**config.mk**
```make
export PLATFORM = sky130hd
export DESIGN_NAME = dlcfs_front_flat
export DESIGN_NICKNAME = d
export VERILOG_FILES = /design/src/rtl/core/dlcfs_pkg.sv /design/src/rtl/core/dlcfs_if.sv /design/src/rtl/core/dlcfs_front.sv /design/src/flat_wrapper.sv
export SDC_FILE = /design/constraint.sdc
export NUM_CORES = 1
export LEC_CHECK = 0
export ABC_AREA = 1
export BUFFER_PORTS_ARGS = -buffer_cell sky130_fd_sc_hd__buf_2
export CAP_MARGIN = 0
export CELL_PAD_IN_SITES_DETAIL_PLACEMENT = 0
export CELL_PAD_IN_SITES_GLOBAL_PLACEMENT = 2
export CORE_MARGIN = 2
export CORE_UTILIZATION = 21
export DETAILED_ROUTE_END_ITERATION = 12
export PLACE_DENSITY = 0.92
export SYNTH_ARGS = -nofsm -noshare
export SYNTH_HDL_FRONTEND = slang
export SYNTH_SLANG_ARGS = --single-unit
export TNS_END_PERCENT = 100
```
**constraint.sdc**
```tcl
create_clock -name vclk -period 1.95
set_input_delay 0.0975 -clock vclk [all_inputs]
set_output_delay 0.0975 -clock vclk [all_outputs]
set_load 0.1 [all_outputs]
```
**src/rtl/core/dlcfs_pkg.sv**
```systemverilog
// ----------------------------------------------------------------------------
// dlcfs_pkg
// Shared widths, register indexes, status codes and types for the dual
// load cell factor solver.
// ----------------------------------------------------------------------------
package dlcfs_pkg;

  localparam int WEIGHT_W    = 16;
  localparam int LIMIT_W     = 31;
  localparam int EPS_W       = 16;
  localparam int CFG_DATA_W  = 31;
  localparam int CFG_IDX_W   = 2;
  localparam int FACTOR_W    = 32;
  localparam int STATUS_W    = 2;
  localparam int NET_MIN_ABS = 10000;
  localparam int FIFO_DEPTH  = 2;
  localparam int FIFO_PTR_W  = $clog2(FIFO_DEPTH);

  localparam logic [CFG_IDX_W-1:0] REG_WEIGHT = 2'd0;
  localparam logic [CFG_IDX_W-1:0] REG_FMIN   = 2'd1;
  localparam logic [CFG_IDX_W-1:0] REG_FMAX   = 2'd2;
  localparam logic [CFG_IDX_W-1:0] REG_EPS    = 2'd3;

  localparam logic [WEIGHT_W-1:0] WEIGHT_RST = 16'd155;
  localparam logic [LIMIT_W-1:0]  FMIN_RST   = 31'd0;
  localparam logic [LIMIT_W-1:0]  FMAX_RST   = 31'h7fff_ffff;
  localparam logic [EPS_W-1:0]    EPS_RST    = 16'd655;

  typedef enum logic [STATUS_W-1:0] {
    ST_SOLVED    = 2'd0,
    ST_FALLBACK  = 2'd1,
    ST_NET_SMALL = 2'd2,
    ST_RANGE     = 2'd3
  } status_e;

  typedef struct packed {
    logic [WEIGHT_W-1:0] weight;
    logic [LIMIT_W-1:0]  fmin;
    logic [LIMIT_W-1:0]  fmax;
    logic [EPS_W-1:0]    eps;
  } cfg_t;

  typedef struct packed {
    logic [FACTOR_W:0] q;
    logic              fail;
  } div_res_t;

endpackage

```
**src/rtl/core/dlcfs_if.sv**
```systemverilog
// ----------------------------------------------------------------------------
// dlcfs_in_if / dlcfs_out_if
// Valid/ready channels carrying the four net readings and the solved factors.
// ----------------------------------------------------------------------------
interface dlcfs_in_if #(
  parameter int NET_BITS = 25
);
  logic                       valid;
  logic                       ready;
  logic signed [NET_BITS-1:0] left_net_weight_left;
  logic signed [NET_BITS-1:0] right_net_weight_left;
  logic signed [NET_BITS-1:0] left_net_weight_right;
  logic signed [NET_BITS-1:0] right_net_weight_right;

  modport source (
    output valid, left_net_weight_left, right_net_weight_left,
           left_net_weight_right, right_net_weight_right,
    input  ready
  );
  modport sink (
    input  valid, left_net_weight_left, right_net_weight_left,
           left_net_weight_right, right_net_weight_right,
    output ready
  );
endinterface


```
**src/rtl/core/dlcfs_front.sv**
```systemverilog
// ----------------------------------------------------------------------------
// dlcfs_front
// Accepts readings, forms differences and magnitudes, flags small nets.
// ----------------------------------------------------------------------------
module dlcfs_front #(
  parameter int NET_BITS = 25
) (
  dlcfs_in_if.sink                in_i,
  input  logic                    full_i,
  output logic                    push_o,
  output logic [8*NET_BITS+2:0]   ent_o
);

  localparam int N = NET_BITS;

  typedef struct packed {
    logic signed [N-1:0] a;
    logic signed [N-1:0] b;
    logic signed [N-1:0] c;
    logic signed [N-1:0] d;
    logic signed [N:0]   nl;
    logic signed [N:0]   nr;
    logic [N-1:0]        mag_a;
    logic [N-1:0]        mag_d;
    logic                net_small;
  } ent_t;

  ent_t ent;

  always_comb begin
    ent.a         = in_i.left_net_weight_left;
    ent.b         = in_i.right_net_weight_left;
    ent.c         = in_i.left_net_weight_right;
    ent.d         = in_i.right_net_weight_right;
    ent.nl        = (N+1)'(ent.d) - (N+1)'(ent.b);
    ent.nr        = (N+1)'(ent.a) - (N+1)'(ent.c);
    ent.mag_a     = ent.a[N-1] ? (N)'(-ent.a) : ent.a;
    ent.mag_d     = ent.d[N-1] ? (N)'(-ent.d) : ent.d;
    ent.net_small = (ent.mag_a < N'(dlcfs_pkg::NET_MIN_ABS)) ||
                    (ent.mag_d < N'(dlcfs_pkg::NET_MIN_ABS));
  end

  assign in_i.ready = !full_i;
  assign push_o     = in_i.valid && !full_i;
  assign ent_o      = ent;

endmodule

```
**src/flat_wrapper.sv**
```systemverilog
// flat-port wrapper written by rule: the top's interface ports become plain ports
module dlcfs_front_flat 
#(
  parameter int NET_BITS = 25
)
  (full_i, push_o, ent_o, in_i_valid, in_i_left_net_weight_left, in_i_right_net_weight_left, in_i_left_net_weight_right, in_i_right_net_weight_right, in_i_ready);
  dlcfs_in_if #(.NET_BITS(NET_BITS)) in_i_i ();
  input  logic full_i;
  output logic push_o;
  output logic [8*NET_BITS+2:0] ent_o;
  input wire logic [$bits(in_i_i.valid)-1:0] in_i_valid;
  input wire logic [$bits(in_i_i.left_net_weight_left)-1:0] in_i_left_net_weight_left;
  input wire logic [$bits(in_i_i.right_net_weight_left)-1:0] in_i_right_net_weight_left;
  input wire logic [$bits(in_i_i.left_net_weight_right)-1:0] in_i_left_net_weight_right;
  input wire logic [$bits(in_i_i.right_net_weight_right)-1:0] in_i_right_net_weight_right;
  output wire logic [$bits(in_i_i.ready)-1:0] in_i_ready;
  assign in_i_i.valid = in_i_valid;
  assign in_i_i.left_net_weight_left = in_i_left_net_weight_left;
  assign in_i_i.right_net_weight_left = in_i_right_net_weight_left;
  assign in_i_i.left_net_weight_right = in_i_left_net_weight_right;
  assign in_i_i.right_net_weight_right = in_i_right_net_weight_right;
  assign in_i_ready = in_i_i.ready;
  dlcfs_front #(.NET_BITS(NET_BITS)) u_core (.in_i(in_i_i), .full_i(full_i), .push_o(push_o), .ent_o(ent_o));
endmodule
```
==> flow_summary_export.csv <==
group,metric,value,unit
outcome,status,"complete, but fails checks",
outcome,violations,"negative setup slack",
finish,num-clock-buffers,0,
min_path,min_to,"ent_o[153]",
critical_path,crit_slowest_cell,"ha_1",
clocking,cts-hold-fix-buffers,0,
yosys,ys_seq_area_share,0,%
placed_design,gp_congestion,0.910,
critical_path,cpPeakStageDelay,0.27,ns
drt,via_count,7585,
yosys,yosysWarnings,0,
yosys,ys_types,33,
critical_path,worstPathArrival,1.90,ns
drt,totalWireLength,23800,um
drt,drc_errors,0,
finish,seq_cells,0,
critical_path,required,1.85,ns
sta,fin_setup_tns,-0.0720,ns
finish,final-seq-area,0,um^2
placed_design,dpl.hpwl,21100,um
drt,wire_per_inst,13.6,um
power_and_ir_drop,finalPower,7.44,mW
finish,multi_input_area,5750,um^2
placed_design,port_buffers,307,
placed_design,dp_cells,1732,
global_route,overflow,0,
global_route,track_usage,16.0,%
floorplanning,die_area,27400,um^2
critical_path,cp-start-kind,"input port",
floorplanning,die_h,165,um
flow_run,maxCapViolations,0,
global_route,antenna_found_initial,0,
sta,slew_violations,0,
sta,tightest_slew,0.515,ns
yosys,syn_inst,1008,
finish,antenna_cells,0,
drt,drt-initial-drc-count,308,
min_path,hold_class,"input port to output port",
yosys,netlist.area_leader.share,18.3,%
yosys,netlist_top_cells_count,"nand2_1 (267), inv_1 (167), nor2_1 (107)",
global_route,grt_pass1_wl,35100,um
sta,fmax,502,MHz
yosys,synth.avg_cell_area,5.43,um^2
sta,period_needed,1.99,ns
power_and_ir_drop,powerDensity,654,nW/um^2
sta,finalSetupViolCount,3,
placed_design,place_ws,-0.279,ns
finish,layout-drive-gt1-share,54.5,%
drt,ant_nets,0,
floorplanning,initial_utilization,21.2,%
finish,fillers,2636,
finish,area_delta_synth_final,108,%
floorplanning,die_x,165,um
yosys,synth_nets,1164,
sta,setup_slack,-0.0436,ns
floorplanning,ios,307,
drt,vias_per_cell,4.33,
yosys,synth.largest_area_cell,"nand2_1",
yosys,ys_top_cells_by_area,"nand2_1 (18%), buf_4 (14%), ha_1 (12%), inv_1 (11%), nor2_1 (7.3%)",
finish,instances_no_fill,1752,
power_and_ir_drop,ir_drop,0.634,mV
power_and_ir_drop,static-leakage-power,5.80,nW
yosys,yosysMostFrequentCell,"nand2_1",
critical_path,path_class,"input port to output port",
global_route,grt_pass1_vias,7061,
sta,min_period_over_period,102,%
sta,grt_setup_unrepaired,"yes",
floorplanning,rows,59,
sta,hold_viol_final,0,
finish,utilization,44.0,%
critical_path,path_max_fanout,4,
critical_path,cp_cell_sequence,"buf_2 > inv_1 > ha_1 > nand3_1 > nand2_1 > a21oi_2 > buf_4 > o21ai_4 > nand3_1 > nand2_1 > buf_4 > xor2_4 > buf_12",
drt,dr.pass1.iters,7,
global_route,grt_max_degree,24,
yosys,syn_area,5470,um^2
finish,nets,1575,
critical_path,cp-end-kind,"output port",
sta,maxSlewHeadroom,65.9,%
min_path,hp-start,"in_i_right_net_weight_left[0]",
floorplanning,core-area,25800,um^2
min_path,whs_path_depth,2,
==> area by class of cell <==
cell class | instances | share of cell area, %
multi-input combinational | 730 | 50.6
timing repair buffer | 517 | 39.8
inverter | 170 | 5.95
tap | 335 | 3.68
==> stage by stage <==
step | hold WS [ns] | area [um^2]
4_1_cts | 0.575 | 10700
3_3_place_gp | 0.579 | 10500
5_1_grt | 0.582 | 11400
3_5_place_dp | 0.579 | 10500
6_report | 0.577 | 11400
2_1_floorplan | 0.407 | 6590
==> critical path: cells and delay by family <==
family / cells / cell delay, ns
xor+xnor: 1 / 0.17
compound gates: 2 / 0.32
simple gates: 4 / 0.39
buf+inv: 5 / 0.65
fa+ha+maj: 1 / 0.27
==> cells by family (layout without fill, tap and decap cells) <==
kind of cell	count (synthesis)	in the layout	synth area share [%]
simple gates	507	507	40.1
buf+inv	278	687	26.4
compound gates	112	112	11.8
xor+xnor	57	57	9.13
fa+ha+maj	54	54	12.6
==> layer usage <==
| metal | up-vias | wire [um] | global-route usage, % |
|---|---|---|---|
| li1 | 3876 | - | - |
| met1 | 3458 | 10100 | 20.4 |
| met3 | 20 | 1110 | 0.824 |
| met2 | 231 | 12300 | 30.4 |
| met5 | - | 0 | 0 |
| met4 | 0 | 276 | 1.88 |
==> worst max path at each step <==
stage                     slack (ns)                      startpoint        end  cells after the start
after floorplan                -0.49  in_i_right_net_weight_right[0]   ent_o[0]                     13
after global placement         -0.28    in_i_left_net_weight_left[0]  ent_o[73]                     13
after detailed placement       -0.28    in_i_left_net_weight_left[0]  ent_o[73]                     13
after CTS                      -0.08   in_i_left_net_weight_right[0]  ent_o[73]                     12
after global routing           -0.14   in_i_left_net_weight_right[2]  ent_o[68]                     13
final                          -0.04   in_i_left_net_weight_right[1]  ent_o[68]                     13
==> report_power, final <==
group	leakage (nW)	total (mW)	switching (mW)	internal, mW
Sequential	0	0	0	0
Clock	0	0	0	0
Combinational	5.80	7.44	4.97	2.46
Total	5.80	7.44	4.97	2.46
==> layout by cell type (no fill, tap or decap), types with 3 or more instances in the layout <==
cell type	instances
buf_6	8
o21ai_0	26
inv_2	7
nand3_2	10
nand4_1	14
nor2_1	82
nand3_1	60
xnor2_2	10
buf_4	204
buf_2	212
nor4_1	3
inv_1	158
nand2_4	12
a21o_1	8
nand2_2	49
xor2_4	32
nor2_2	24
xor2_2	7
o21ai_2	5
o21ai_4	4
nand3b_1	5
a21oi_1	21
ha_4	24
a21oi_2	18
nand2_1	222
o21bai_1	4
ha_1	20
o21ai_1	7
a31oi_1	9
buf_12	91
nor2_4	18
ha_2	8
xnor2_4	5
==> repair_timing <==
item | in CTS | in global routing
endpoints found under the setup margin | 24 | 32
buffers inserted | 6 | 14
hold endpoints to repair | 0 | 0
pin swaps | 27 | 52
resized for setup | 42 | 141
gates cloned | 0 | 0
Note: power is estimated with default switching activity, not from simulation.
