## src/rtl/core/dlcfs_pkg.sv

```systemverilog
// ----------------------------------------------------------------------------
// dlcfs_pkg
// Shared widths, register indexes, status codes and types for the dual
// load cell factor solver.
// ----------------------------------------------------------------------------
package dlcfs_pkg;

  localparam int WEIGHT_W    = 16;
  localparam int LIMIT_W     = 31;
  localparam int EPS_W       = 16;
  localparam int CFG_DATA_W  = 31;
  localparam int CFG_IDX_W   = 2;
  localparam int FACTOR_W    = 32;
  localparam int STATUS_W    = 2;
  localparam int NET_MIN_ABS = 10000;
  localparam int FIFO_DEPTH  = 2;
  localparam int FIFO_PTR_W  = $clog2(FIFO_DEPTH);

  localparam logic [CFG_IDX_W-1:0] REG_WEIGHT = 2'd0;
  localparam logic [CFG_IDX_W-1:0] REG_FMIN   = 2'd1;
  localparam logic [CFG_IDX_W-1:0] REG_FMAX   = 2'd2;
  localparam logic [CFG_IDX_W-1:0] REG_EPS    = 2'd3;

  localparam logic [WEIGHT_W-1:0] WEIGHT_RST = 16'd155;
  localparam logic [LIMIT_W-1:0]  FMIN_RST   = 31'd0;
  localparam logic [LIMIT_W-1:0]  FMAX_RST   = 31'h7fff_ffff;
  localparam logic [EPS_W-1:0]    EPS_RST    = 16'd655;

  typedef enum logic [STATUS_W-1:0] {
    ST_SOLVED    = 2'd0,
    ST_FALLBACK  = 2'd1,
    ST_NET_SMALL = 2'd2,
    ST_RANGE     = 2'd3
  } status_e;

  typedef struct packed {
    logic [WEIGHT_W-1:0] weight;
    logic [LIMIT_W-1:0]  fmin;
    logic [LIMIT_W-1:0]  fmax;
    logic [EPS_W-1:0]    eps;
  } cfg_t;

  typedef struct packed {
    logic [FACTOR_W:0] q;
    logic              fail;
  } div_res_t;

endpackage

```

## src/rtl/core/dlcfs_fifo.sv

```systemverilog
// ----------------------------------------------------------------------------
// dlcfs_fifo
// Short queue between the front and the solver.
// ----------------------------------------------------------------------------
module dlcfs_fifo #(
  parameter int WIDTH = 203
) (
  input  logic             clk_i,
  input  logic             rst_ni,
  input  logic             push_i,
  input  logic [WIDTH-1:0] data_i,
  input  logic             pop_i,
  output logic [WIDTH-1:0] data_o,
  output logic             full_o,
  output logic             empty_o
);

  localparam int PW = dlcfs_pkg::FIFO_PTR_W;

  logic [WIDTH-1:0] mem_q [dlcfs_pkg::FIFO_DEPTH];
  logic [PW-1:0]    wr_q, wr_d, rd_q, rd_d;
  logic [PW:0]      cnt_q, cnt_d;

  assign full_o  = cnt_q == (PW+1)'(dlcfs_pkg::FIFO_DEPTH);
  assign empty_o = cnt_q == '0;
  assign data_o  = mem_q[rd_q];

  always_comb begin
    wr_d  = push_i ? ((wr_q == PW'(dlcfs_pkg::FIFO_DEPTH - 1)) ? '0 : wr_q + 1'b1) : wr_q;
    rd_d  = pop_i  ? ((rd_q == PW'(dlcfs_pkg::FIFO_DEPTH - 1)) ? '0 : rd_q + 1'b1) : rd_q;
    cnt_d = cnt_q + (PW+1)'(push_i) - (PW+1)'(pop_i);
  end

  always_ff @(posedge clk_i or negedge rst_ni) begin
    if (!rst_ni) begin
      wr_q  <= '0;
      rd_q  <= '0;
      cnt_q <= '0;
    end else begin
      wr_q  <= wr_d;
      rd_q  <= rd_d;
      cnt_q <= cnt_d;
    end
  end

  always_ff @(posedge clk_i) begin
    if (push_i) begin
      mem_q[wr_q] <= data_i;
    end
  end

endmodule

```

## config.mk

```make
export PLATFORM = sky130hd
export DESIGN_NAME = dlcfs_fifo
export DESIGN_NICKNAME = d
export VERILOG_FILES = /design/src/rtl/core/dlcfs_pkg.sv /design/src/rtl/core/dlcfs_fifo.sv
export SDC_FILE = /design/constraint.sdc
export NUM_CORES = 1
export LEC_CHECK = 0
export ABC_CLOCK_PERIOD_IN_PS = 20800
export BUFFER_PORTS_ARGS = -buffer_cell sky130_fd_sc_hd__buf_2
export CORE_MARGIN = 5
export CORE_UTILIZATION = 55
export CTS_CLUSTER_SIZE = 8
export DETAILED_ROUTE_END_ITERATION = 6
export PLACE_DENSITY = 0.93
export SYNTH_ARGS = -nofsm -noshare
export SYNTH_HDL_FRONTEND = slang
export SYNTH_SLANG_ARGS = --single-unit
```

## constraint.sdc

```tcl
create_clock -name clk_i -period 20.8 [get_ports clk_i]
set_clock_uncertainty 0.1 [all_clocks]
set_input_delay 1.04 -clock clk_i [delete_from_list [all_inputs] [get_ports clk_i]]
set_output_delay 1.04 -clock clk_i [all_outputs]
set_load 0.02 [all_outputs]
```

==> key figures, run 1 <==
Floorplanning
  • IO Pins: 412
  • Die span in x: 178 um
  • Die Y-Extent: 178 um
  • Total die area: 0.0317 mm^2
  • Core area: 0.0278 mm^2
  • Cell row count: 61
  • Initial core utilization: 0.558

Logic synthesis
  • Syn nets: 856
  • Synth Register Bits: 410
  • Cell area after synthesis: 0.0155 mm^2
  • Share of the synthesized area in the top cell type: 0.786
  • Top area cells in the synthesized netlist: edfxtp_1 79%, mux2_4 15%, mux2_2 3.1%
  • Synth Area in XOR/XNOR: 0.00266
  • Syn avg cell area: 24.0 um^2
  • Synth area leader: edfxtp_1
  • Synth Warn #: 0
  • Synth Area in Simple Gates: 0.00145
  • Yosys cell types: 13
  • Adder and majority gate portion of the synthesized area: 0.00161
  • Register area share after synthesis: 0.793
  • Post-synthesis compound-gate area fraction: 0
  • Synth Instances: approximately 650
  • Mux cell area share after synthesis: 0.186
  • Main combinational cell family by area after synthesis: multiplexers

Timing
  • Worst-Margin Slew: 1110 ps
  • WHS: 193 ps
  • RSZ-0062 raised after global routing: no
  • Final Hold Violating Endpoints: 0
  • Fin crit share: 0.231
  • Slew headroom: 0.262
  • Fin crit period: between 4000 and 5000 ps
  • Fmax: 0.208 GHz
  • Final setup viols: 0
  • Pins over their slew limit: 0
  • Setup tns final: 0 ps

Drt
  • DRT Pass-1 Iters: 4
  • DRT antenna net count: 0
  • DR vias: between 7000 and 8000
  • Final wirelength: 33.3 mm
  • Wire length per cell: 22.2 um
  • Routed vias/inst: roughly 5.2
  • Drt drc: 0
  • First DRT Iteration DRCs: 629

CTS
  • Clk buf depth: 3
  • Total CTS buffers: 57
  • # Post-CTS Setup Buffers: 0
  • Post-cts hold buffer count: 0
  • Clock slew at reported path FFs: 50 ps
  • H-tree Lvls: 2
  • CTS Sinks: slightly above 400
  • Post_cts resized: 0
  • Clk Latency, worst-skew pair: 550 ps
  • CTS tree: yes
  • Root buffer cell: clkbuf_16

Cells and area
  • Area Growth Syn to Fin: 25.3%
  • Commonest cells after routing, fill and taps aside: 411 x buf_2, 406 x edfxtp_1, 160 x mux2_4, 59 x clkbuf_16, 43 x mux2_2
  • Footprint of the multi-input gates: 0.00299 mm^2
  • Commonest non-fill, non-tap cell in the layout: buf_2
  • Layout fillers: ~1700
  • Sequential cell area: 0.0123 mm^2
  • Fin nets: 1311
  • Share of cells above drive strength 1: 0.615

Place
  • HPWL after DPL: 22.7 mm
  • Gpl congestion: between 0.8 and 0.9
  • I/O Buffers: 411

Power and ir drop
  • P_leak: 7.81 nW
  • Max VDD drop: 0.134 mV
  • PD cells: 149 mW/mm^2

Setup path
  • Cells along the critical path: buf_4 -> buf_4 -> mux2_4 -> buf_2
  • WP data required: 19660 ps
  • Critical path arrival: 3660 ps
  • Critical-path top delay cell: buf_4
  • Crit-path leading delay family: buffers and inverters
  • Peak fanout along the critical path: 56
  • Crit start category: flop
  • CP Buf/Inv Count: 3
  • CP max stage delay: 880 ps
  • CP Capture Type: output pin
  • WS Path Type: reg2out
  • Most frequent CP cell: buf_4

GRT
  • Total GRT Usage: 0.200
  • Vias in the first global route: 8617
  • Global route overflow: 0
  • Initial antenna violation count: 11
  • First-pass GRT wire length: 48.0 mm
  • Largest net degree at the start of global routing: slightly above 80

Worst hold path
  • Hold Path Class: in2async

Status
  • Status: finished clean

Run
  • Max Cap Violations: 0
[final cells by class]
class                      count  area share
clock inverter                 2    0.000901
sequential                   410       0.633
clock buffer                  71      0.0783
inverter                       2    0.000386
tap                          378      0.0243
timing repair buffer         419       0.109
antenna                        7    0.000901
multi-input combinational    212       0.154
[sequential cells by signal, summed over array words and instances, names as in the netlist]
register	cells
mem_q	406
cnt_q	2
rd_q	1
wr_q	1
[synthesized netlist by cell type, drive strengths merged]
cell type and n:
nor2b 2, xor2 2, mux2 203, xor3 1, and2 1, edfxtp 406, nor2 1, dfrtp 4
inv 2, buf 23, ha 2
[where the power goes]
group	switching, W	internal (W)
Combinational	0.000533	0.000405
Sequential	0.0000637	0.00110
Clock	0.000299	0.000499
[worst paths after layout]
kind | from | end | slack [ps] | cells after the start
min in group clk_i | wr_q | wr_q | 450 | 1
max reg2reg | wr_q | mem_q[0][200] | 17870 | 3
min reg2reg | wr_q | wr_q | 450 | 1
min | rst_ni | cnt_q[1] | 190 | 1
max | rd_q | data_o[47] | 16000 | 4
max in group asynchronous | rst_ni | rd_q | 20260 | 1
[cells by family (layout without fill, tap and decap cells)]
| kind of cell | Yosys count | count (layout) |
|---|---|---|
| DFF | 410 | 410 |
| muxes | 203 | 203 |
| buffers and inverters | 25 | 494 |
| and+or+nand+nor | 4 | 4 |
| xor gates and xnor gates | 3 | 3 |
| adders and majority gates | 2 | 2 |
| other | 0 | 7 |
[per-layer routing]
layer,up-vias,part of all wire,GRT usage
met5,-,0.0017,0
met4,8,0.037,0.0915
met3,90,0.077,0.0501
met2,381,0.53,0.355
met1,3846,0.35,0.229
li1,3485,-,-
[per-stage QoR]
stage / util / instance area, um^2 / power, W / cells / setup WS (ps)
6_report: 0.700 / 19400 / 0.00290 / 1501 / 16000
5_1_grt: 0.700 / 19400 / 0.00302 / 1501 / 15820
4_1_cts: 0.699 / 19400 / 0.00293 / 1494 / 15960
3_5_place_dp: 0.644 / 17900 / 0.00212 / 1421 / 16570
3_3_place_gp: 0.644 / 17900 / 0.00209 / 1421 / 16620
2_1_floorplan: - / 15500 / 0.00190 / 647 / 10110
[worst register-to-register path, cell delays in order, from the launching register on]
cell	delay, ps
dfrtp_1	430
nor2b_4	590
buf_4	470
buf_4	870
Note: power is estimated with default switching activity, not from simulation.
==> run 2: changes to the inputs <==
--- a/config.mk
+++ b/config.mk
@@ -5,13 +5,14 @@
 export SDC_FILE = /design/constraint.sdc
 export NUM_CORES = 1
 export LEC_CHECK = 0
-export ABC_CLOCK_PERIOD_IN_PS = 20800
+export ABC_AREA = 1
+export ABC_CLOCK_PERIOD_IN_PS = 4200
 export BUFFER_PORTS_ARGS = -buffer_cell sky130_fd_sc_hd__buf_2
 export CORE_MARGIN = 5
-export CORE_UTILIZATION = 55
+export CORE_UTILIZATION = 47
 export CTS_CLUSTER_SIZE = 8
 export DETAILED_ROUTE_END_ITERATION = 6
-export PLACE_DENSITY = 0.93
+export PLACE_DENSITY = 0.86
 export SYNTH_ARGS = -nofsm -noshare
 export SYNTH_HDL_FRONTEND = slang
 export SYNTH_SLANG_ARGS = --single-unit
==> constraint.sdc (replaced) <==
create_clock -name clk_i -period 4.2 [get_ports clk_i]
set_clock_uncertainty 0.1 [all_clocks]
set_input_delay 0.21 -clock clk_i [delete_from_list [all_inputs] [get_ports clk_i]]
set_output_delay 0.21 -clock clk_i [all_outputs]
set_load 0.02 [all_outputs]
==> run 2 against run 1 <==
Compared with the run above:
- final area up 10%
- sequential share of layout area down 5.8 points
- sequential power rose to 4.9 times the previous value
- worst hold slack better by 88 ps
- routed wire length up 33%
- clock-buffer cell count up 10
==> key figures, run 2 <==
CTS
  • Post_cts resized: 0 (unchanged)
  • Root buffer cell: clkbuf_16
  • Total CTS buffers: 57 (unchanged)
  • Clock slew at reported path FFs: 50 ps (about the same)
  • Clk Latency, worst-skew pair: 560 ps (about the same)
  • CTS tree: yes
  • CTS Sinks: 410 (unchanged)
  • Clk buf depth: 3 (unchanged)
  • H-tree Lvls: 2 (unchanged)

Timing
  • Final setup viols: 0 (unchanged)
  • RSZ-0062 raised after global routing: no
  • Fin crit share: 0.701
  • Fin crit period: 2950 ps
  • Final worst-path setup slack: 1250 ps (-14750 ps)
  • Final Hold Violating Endpoints: 0 (unchanged)
  • Pins over their slew limit: 0 (unchanged)
  • Slew headroom: 0.516 (+0.253)
  • Fmax: ~0.34 GHz
  • Setup tns final: 0 ps (unchanged)
  • WHS: 281 ps (+87.8 ps)
  • Worst-Margin Slew: 726 ps (-380 ps)

Place
  • Placed cell count: 1903 (+34%)
  • I/O Buffers: 411 (unchanged)
  • Gpl congestion: 0.800 (-4.9%)
  • HPWL after DPL: 24.2 mm (+6.5%)
  • Post-Place Setup Slack: 2000 ps (-14570 ps)

Worst hold path
  • Hold Path Class: in2reg
  • Worst hold stages: 2
  • Hold Crit Start: data_i[99]
  • Hold path endpoint: mem_q[1][99]

Setup path
  • Worst reg2reg path depth: 2 (-1)
  • Critical path arrival: 2640 ps (-1020 ps)
  • Crit start category: flop
  • WP data required: 3890 ps (-15770 ps)
  • Peak fanout along the critical path: 173 (+210%)
  • CP Capture Type: output pin
  • Worst r2r src: wr_q
  • R2r setup slk: 2200 ps (-15670 ps)
  • Critical R2R Capture: mem_q[0][82]
  • WS Path Type: reg2out

Power and ir drop
  • PD cells: 692 mW/mm^2 (+360%)
  • P_leak: 9.11 nW (+17%)
  • Max VDD drop: 0.589 mV (+340%)

Drt
  • DRT antenna net count: 0 (unchanged)
  • Drt drc: 0 (unchanged)
  • First DRT Iteration DRCs: 960 (+53%)
  • DRT Pass-1 Iters: 5 (+1)
  • Final wirelength: 44.2 mm (+33%)
  • DR vias: 11036 (+41%)
  • Routed vias/inst: 5.02 (-3.5%)
  • Wire length per cell: 20.1 um (-9.3%)

Logic synthesis
  • Syn avg cell area: 14.1 um^2 (-41%)
  • Adder and majority gate portion of the synthesized area: 0.00164 (+0.0000279)
  • Synth Area in Simple Gates: 0.0525 (+0.0511)
  • Mux cell area share after synthesis: 0 (-0.186)
  • Top area cells in the synthesized netlist: edfxtp_1 80%, inv_1 5.2%, nand2_1 5.1%
  • Post-synthesis compound-gate area fraction: 0.0666 (+0.0666)
  • Synth Warn #: 0 (unchanged)
  • Syn nets: 1294 (+51%)
  • Asr flop ratio synth: 0.00976 (unchanged)
  • Register area share after synthesis: 0.806 (+0.0137)
  • Synth area leader: edfxtp_1
  • Yosys cell types: 14 (+1)
  • Cell area after synthesis: 0.0152 mm^2 (-1.7%)
  • Synth Instances: 1085 (+68%)
  • Most numerous cell in the Yosys netlist: edfxtp_1
  • Post-synth EDFFs: 406 (unchanged)
  • Synth Flop Type: edfxtp_1
  • Share of the synthesized area in the top cell type: 0.800 (+0.0136)
  • Synth Area in XOR/XNOR: 0.00115 (-0.00151)
  • Main combinational cell family by area after synthesis: buffers and inverters
  • Synth Register Bits: 410 (unchanged)
  • Most instantiated cells after synthesis: 406 x edfxtp_1, 210 x inv_1, 209 x nand2_1

Cells and area
  • Largest regs: mem_q: 406 flops, cnt_q: 2 flops
  • Share of cells above drive strength 1: 0.277 (-0.338)
  • Area Growth Syn to Fin: 40.3%
  • Max reg flops: 406 (unchanged)
  • Commonest non-fill, non-tap cell in the layout: buf_2
  • Fin cells: 2197 (+46%)
  • Biggest register: mem_q
  • Finished Core Util: 0.663 (-0.0369)
  • Commonest cells after routing, fill and taps aside: 411 x buf_2, 406 x edfxtp_1, 209 x inv_1, 209 x nand2_1, 207 x dlygate4sd3_1
  • Fin nets: 1936 (+48%)

Run
  • Max Cap Violations: 0 (unchanged)

GRT
  • Initial antenna violation count: 3 (-8)
  • First-pass GRT wire length: 65.9 mm (+37%)
  • Total GRT Usage: 0.236 (+0.0357)
  • Vias in the first global route: 11711 (+36%)
  • Global route overflow: 0 (unchanged)
  • Largest net degree at the start of global routing: 174 (+110%)

Floorplanning
  • Total die area: 0.0361 mm^2 (+14%)
  • Initial core utilization: 0.472 (-0.0861)
  • Core area: 0.0323 mm^2 (+16%)
  • Cell row count: 66 (+8.2%)
  • IO Pins: 412 (unchanged)
  • Die span in x: 190 um (+6.8%)
  • Die Y-Extent: 190 um (+6.8%)

Status
  • Status: finished clean
[run 2: final cells by class]
class	instances	area, um^2
antenna	3	7.51
clock buffer	81	1560
clock inverter	3	42.5
fill	1971	10900
inverter	210	792
multi-input combinational	420	1870
sequential	410	12300
tap	442	553
timing repair buffer	628	4280
[run 2: power breakdown]
group | switching [W] | internal, W | leakage, nW
Combinational | 0.00350 | 0.00137 | 4.48
Sequential | 0.000322 | 0.00544 | 3.86
Clock | 0.00159 | 0.00258 | 0.773
Total | 0.00541 | 0.00939 | 9.11
[run 2: how the worst max path moves through the flow]
| stage | start | to | slack [ps] |
|---|---|---|---|
| after detailed placement | rd_q | data_o[85] | 2000 |
| after global routing | rd_q | data_o[48] | 1130 |
| final | rd_q | data_o[63] | 1250 |
| after CTS | rd_q | data_o[85] | 1400 |
| after floorplan | wr_q | mem_q[1][0] | 160 |
| after global placement | rd_q | data_o[54] | 2040 |
[run 2: stage by stage]
step           power [W]  instance area (um^2)
3_3_place_gp      0.0102                 17700
2_1_floorplan    0.00880                 15300
6_report          0.0148                 21400
5_1_grt           0.0154                 21400
4_1_cts           0.0147                 21400
3_5_place_dp      0.0103                 17700
[run 2: repair_timing]
action | 4_1_cts | 5_1_grt
endpoints found under the hold margin | 413 | 0
hold buffers | 207 | 0
buffers inserted | 0 | 0
[run 2: per-layer routing]
| layer | GRT usage | vias up | wire, um |
|---|---|---|---|
| met5 | 0 | - | 13 |
| met4 | 0.0893 | 2 | 1510 |
| met3 | 0.0587 | 107 | 4400 |
| met2 | 0.419 | 754 | 22600 |
| met1 | 0.278 | 5223 | 15700 |
| li1 | - | 4950 | - |
[run 2: logic make-up after synthesis]
family | Yosys count
adder cells (fa/ha/maj) | 2
AND/OR/NAND/NOR | 213
flip-flops | 410
XOR/XNOR | 2
AO/OA/AOI/OAI | 203
buffers and inverters | 255
[run 2: critical path: stages (launching register included)]
cell	delay, ps
dfrtp_4	840
buf_12	490
nand2_1	150
o21ai_1	170
buf_2	210
==> run 3: changes to the inputs <==
--- a/config.mk
+++ b/config.mk
@@ -6,13 +6,13 @@
 export NUM_CORES = 1
 export LEC_CHECK = 0
 export ABC_AREA = 1
-export ABC_CLOCK_PERIOD_IN_PS = 4200
+export ABC_CLOCK_PERIOD_IN_PS = 2970
 export BUFFER_PORTS_ARGS = -buffer_cell sky130_fd_sc_hd__buf_2
 export CORE_MARGIN = 5
-export CORE_UTILIZATION = 47
+export CORE_UTILIZATION = 52
 export CTS_CLUSTER_SIZE = 8
 export DETAILED_ROUTE_END_ITERATION = 6
-export PLACE_DENSITY = 0.86
+export PLACE_DENSITY = 0.89
 export SYNTH_ARGS = -nofsm -noshare
 export SYNTH_HDL_FRONTEND = slang
 export SYNTH_SLANG_ARGS = --single-unit
==> constraint.sdc (replaced) <==
create_clock -name clk_i -period 2.97 [get_ports clk_i]
set_clock_uncertainty 0.1 [all_clocks]
set_input_delay 0.1485 -clock clk_i [delete_from_list [all_inputs] [get_ports clk_i]]
set_output_delay 0.1485 -clock clk_i [all_outputs]
set_load 0.02 [all_outputs]
==> run 3 against run 2 <==
Compared with the run above:
- clock-buffer cell count shrank 13
- sequential power grew 42%
- combinational power grew 42%
- critical path depth is the same
- clock power grew 33%
- sequential share of layout area grew 0.44 points
- die area shrank 9.1%
- largest power group unchanged
- highest routed layer unchanged
==> key figures, run 3 (synthesis gave the netlist of run 2 again) <==
Status
  • Status: finished clean

Power and ir drop
  • P_leak: 9.07 nW (-0.46%)
  • Max VDD drop: 0.643 mV (+9.0%)
  • PD cells: 974 mW/mm^2 (+41%)
  • Pwr Total: 0.0207 W (+40%)

CTS
  • Post-cts hold buffer count: 207 (unchanged)
  • Clk buf depth: 3 (unchanged)
  • Clock slew at reported path FFs: 50 ps (about the same)
  • Total CTS buffers: 57 (unchanged)
  • H-tree Lvls: 2 (unchanged)
  • Post_cts resized: 0 (unchanged)
  • Clk Latency, worst-skew pair: 540 ps (-20 ps)
  • CTS tree: yes
  • # Post-CTS Setup Buffers: 0 (unchanged)
  • CTS Sinks: 410 (unchanged)
  • Root buffer cell: clkbuf_16

Floorplanning
  • Die span in x: 181 um (-4.7%)
  • Total die area: 0.0328 mm^2 (-9.1%)
  • Cell row count: 62 (-6.1%)
  • IO Pins: 412 (unchanged)
  • Core area: 0.0289 mm^2 (-11%)
  • Initial core utilization: 0.528 (+0.0561)
  • Die Y-Extent: 181 um (-4.7%)

Timing
  • Slew headroom: 0.519 (+0.00367)
  • Fmax: just under 0.4 GHz
  • Fin crit period: 2590 ps
  • Pins over their slew limit: 0 (unchanged)
  • RSZ-0062 raised after global routing: no
  • WHS: 235 ps (-46.4 ps)
  • Worst-Margin Slew: 721 ps (-5.51 ps)
  • Final Hold Violating Endpoints: 0 (unchanged)
  • Fin crit share: 0.871
  • Final setup viols: 0 (unchanged)
  • Final worst-path setup slack: 383 ps (-872 ps)

Place
  • HPWL after DPL: 23.5 mm (-2.9%)
  • Post-Place Setup Slack: 1050 ps (-943 ps)
  • I/O Buffers: 411 (unchanged)
  • Placed cell areas: 0.0177 mm^2 (-0.21%)
  • Gpl congestion: 0.855 (+6.8%)

Cells and area
  • Design area: 0.0212 mm^2 (-0.75%)
  • Biggest register: mem_q
  • Area Growth Syn to Fin: 39.3%
  • Share of cells above drive strength 1: 0.278 (+0.000919)
  • Fin nets: 1937 (+0.052%)
  • Commonest cells after routing, fill and taps aside: 411 x buf_2, 406 x edfxtp_1, 209 x inv_1, 208 x nand2_1, 207 x dlygate4sd3_1
  • Max reg flops: 406 (unchanged)
  • Largest regs: mem_q: 406 flops, cnt_q: 2 flops
  • Commonest non-fill, non-tap cell in the layout: buf_2
  • Layout fillers: 1495 (-24%)

Drt
  • DRT antenna net count: 0 (unchanged)
  • Drt drc: 0 (unchanged)
  • DR vias: 11340 (+2.8%)
  • DRT Pass-1 Iters: 7 (+2)
  • Final wirelength: 44.7 mm (+1.0%)
  • Routed vias/inst: 5.33 (+6.1%)
  • Wire length per cell: 21.0 um (+4.4%)
  • First DRT Iteration DRCs: 1261 (+31%)

Setup path
  • WS Path Type: reg2out
  • Peak fanout along the critical path: 122 (-29%)
  • Critical path arrival: 2340 ps (-300 ps)
  • WP data required: 2720 ps (-1170 ps)
  • Crit start category: flop
  • CP Capture Type: output pin
  • Worst reg2reg path depth: 2 (unchanged)

GRT
  • Global route overflow: 0 (unchanged)
  • Vias in the first global route: 11954 (+2.1%)
  • Largest net degree at the start of global routing: 123 (-29%)
  • Initial antenna violation count: 5 (+2)
  • First-pass GRT wire length: 67.3 mm (+2.0%)
  • Total GRT Usage: 0.263 (+0.0272)

Worst hold path
  • Worst hold stages: 2 (unchanged)
  • Hold Path Class: in2reg

Run
  • Max Cap Violations: 0 (unchanged)
## run 3: final timing paths
| path | endpoint | slack [ps] | from |
|---|---|---|---|
| setup reg to reg | mem_q[0][63] | 1240 | wr_q |
| hold reg to reg | wr_q | 470 | wr_q |
| hold / removal | mem_q[1][99] | 230 | data_i[99] |
| max in group asynchronous | rd_q | 2070 | rst_ni |
| setup / recovery | data_o[114] | 380 | rd_q |
| min in group asynchronous | cnt_q[0] | 470 | rst_ni |
## run 3: layout make-up
type	count	area [um^2]	share of cell area
clock buffers	68	1470	0.0691
multi-input cells	420	1870	0.0880
diodes	4	10.0	0.000471
repair buffers	629	4310	0.203
clock inverters	2	7.51	0.000354
flip-flops and latches	410	12300	0.579
well taps	384	480	0.0226
inverters	210	792	0.0373
## run 3: power breakdown
group          switching, W  internal [W]
Clock               0.00218       0.00338
Sequential         0.000459       0.00770
Combinational       0.00497       0.00198
Total               0.00761        0.0131
## run 3: critical path, cell delays in order (launching register included)
cell and delay [ps]:
dfrtp_4 770, buf_12 430, nand2_1 150, o21ai_1 170, buf_2 210
## run 3: layer usage
metal | GRT usage | up-vias | wire, um | share of wire
met2 | 0.469 | 887 | 23000 | 0.51
met1 | 0.308 | 5398 | 15200 | 0.34
met3 | 0.0666 | 121 | 4910 | 0.11
li1 | - | 4932 | - | -
met4 | 0.100 | 2 | 1650 | 0.037
met5 | 0 | - | 11 | 0.00025
## run 3: metrics by stage
| step | utilization | instances | TNS, ps |
|---|---|---|---|
| final | 0.736 | 2127 | 0 |
| after detailed placement | 0.613 | 1846 | 0 |
| after floorplan | - | 1085 | -411710 |
| after CTS | 0.735 | 2123 | 0 |
| after global routing | 0.736 | 2127 | 0 |
| after global placement | 0.613 | 1846 | 0 |
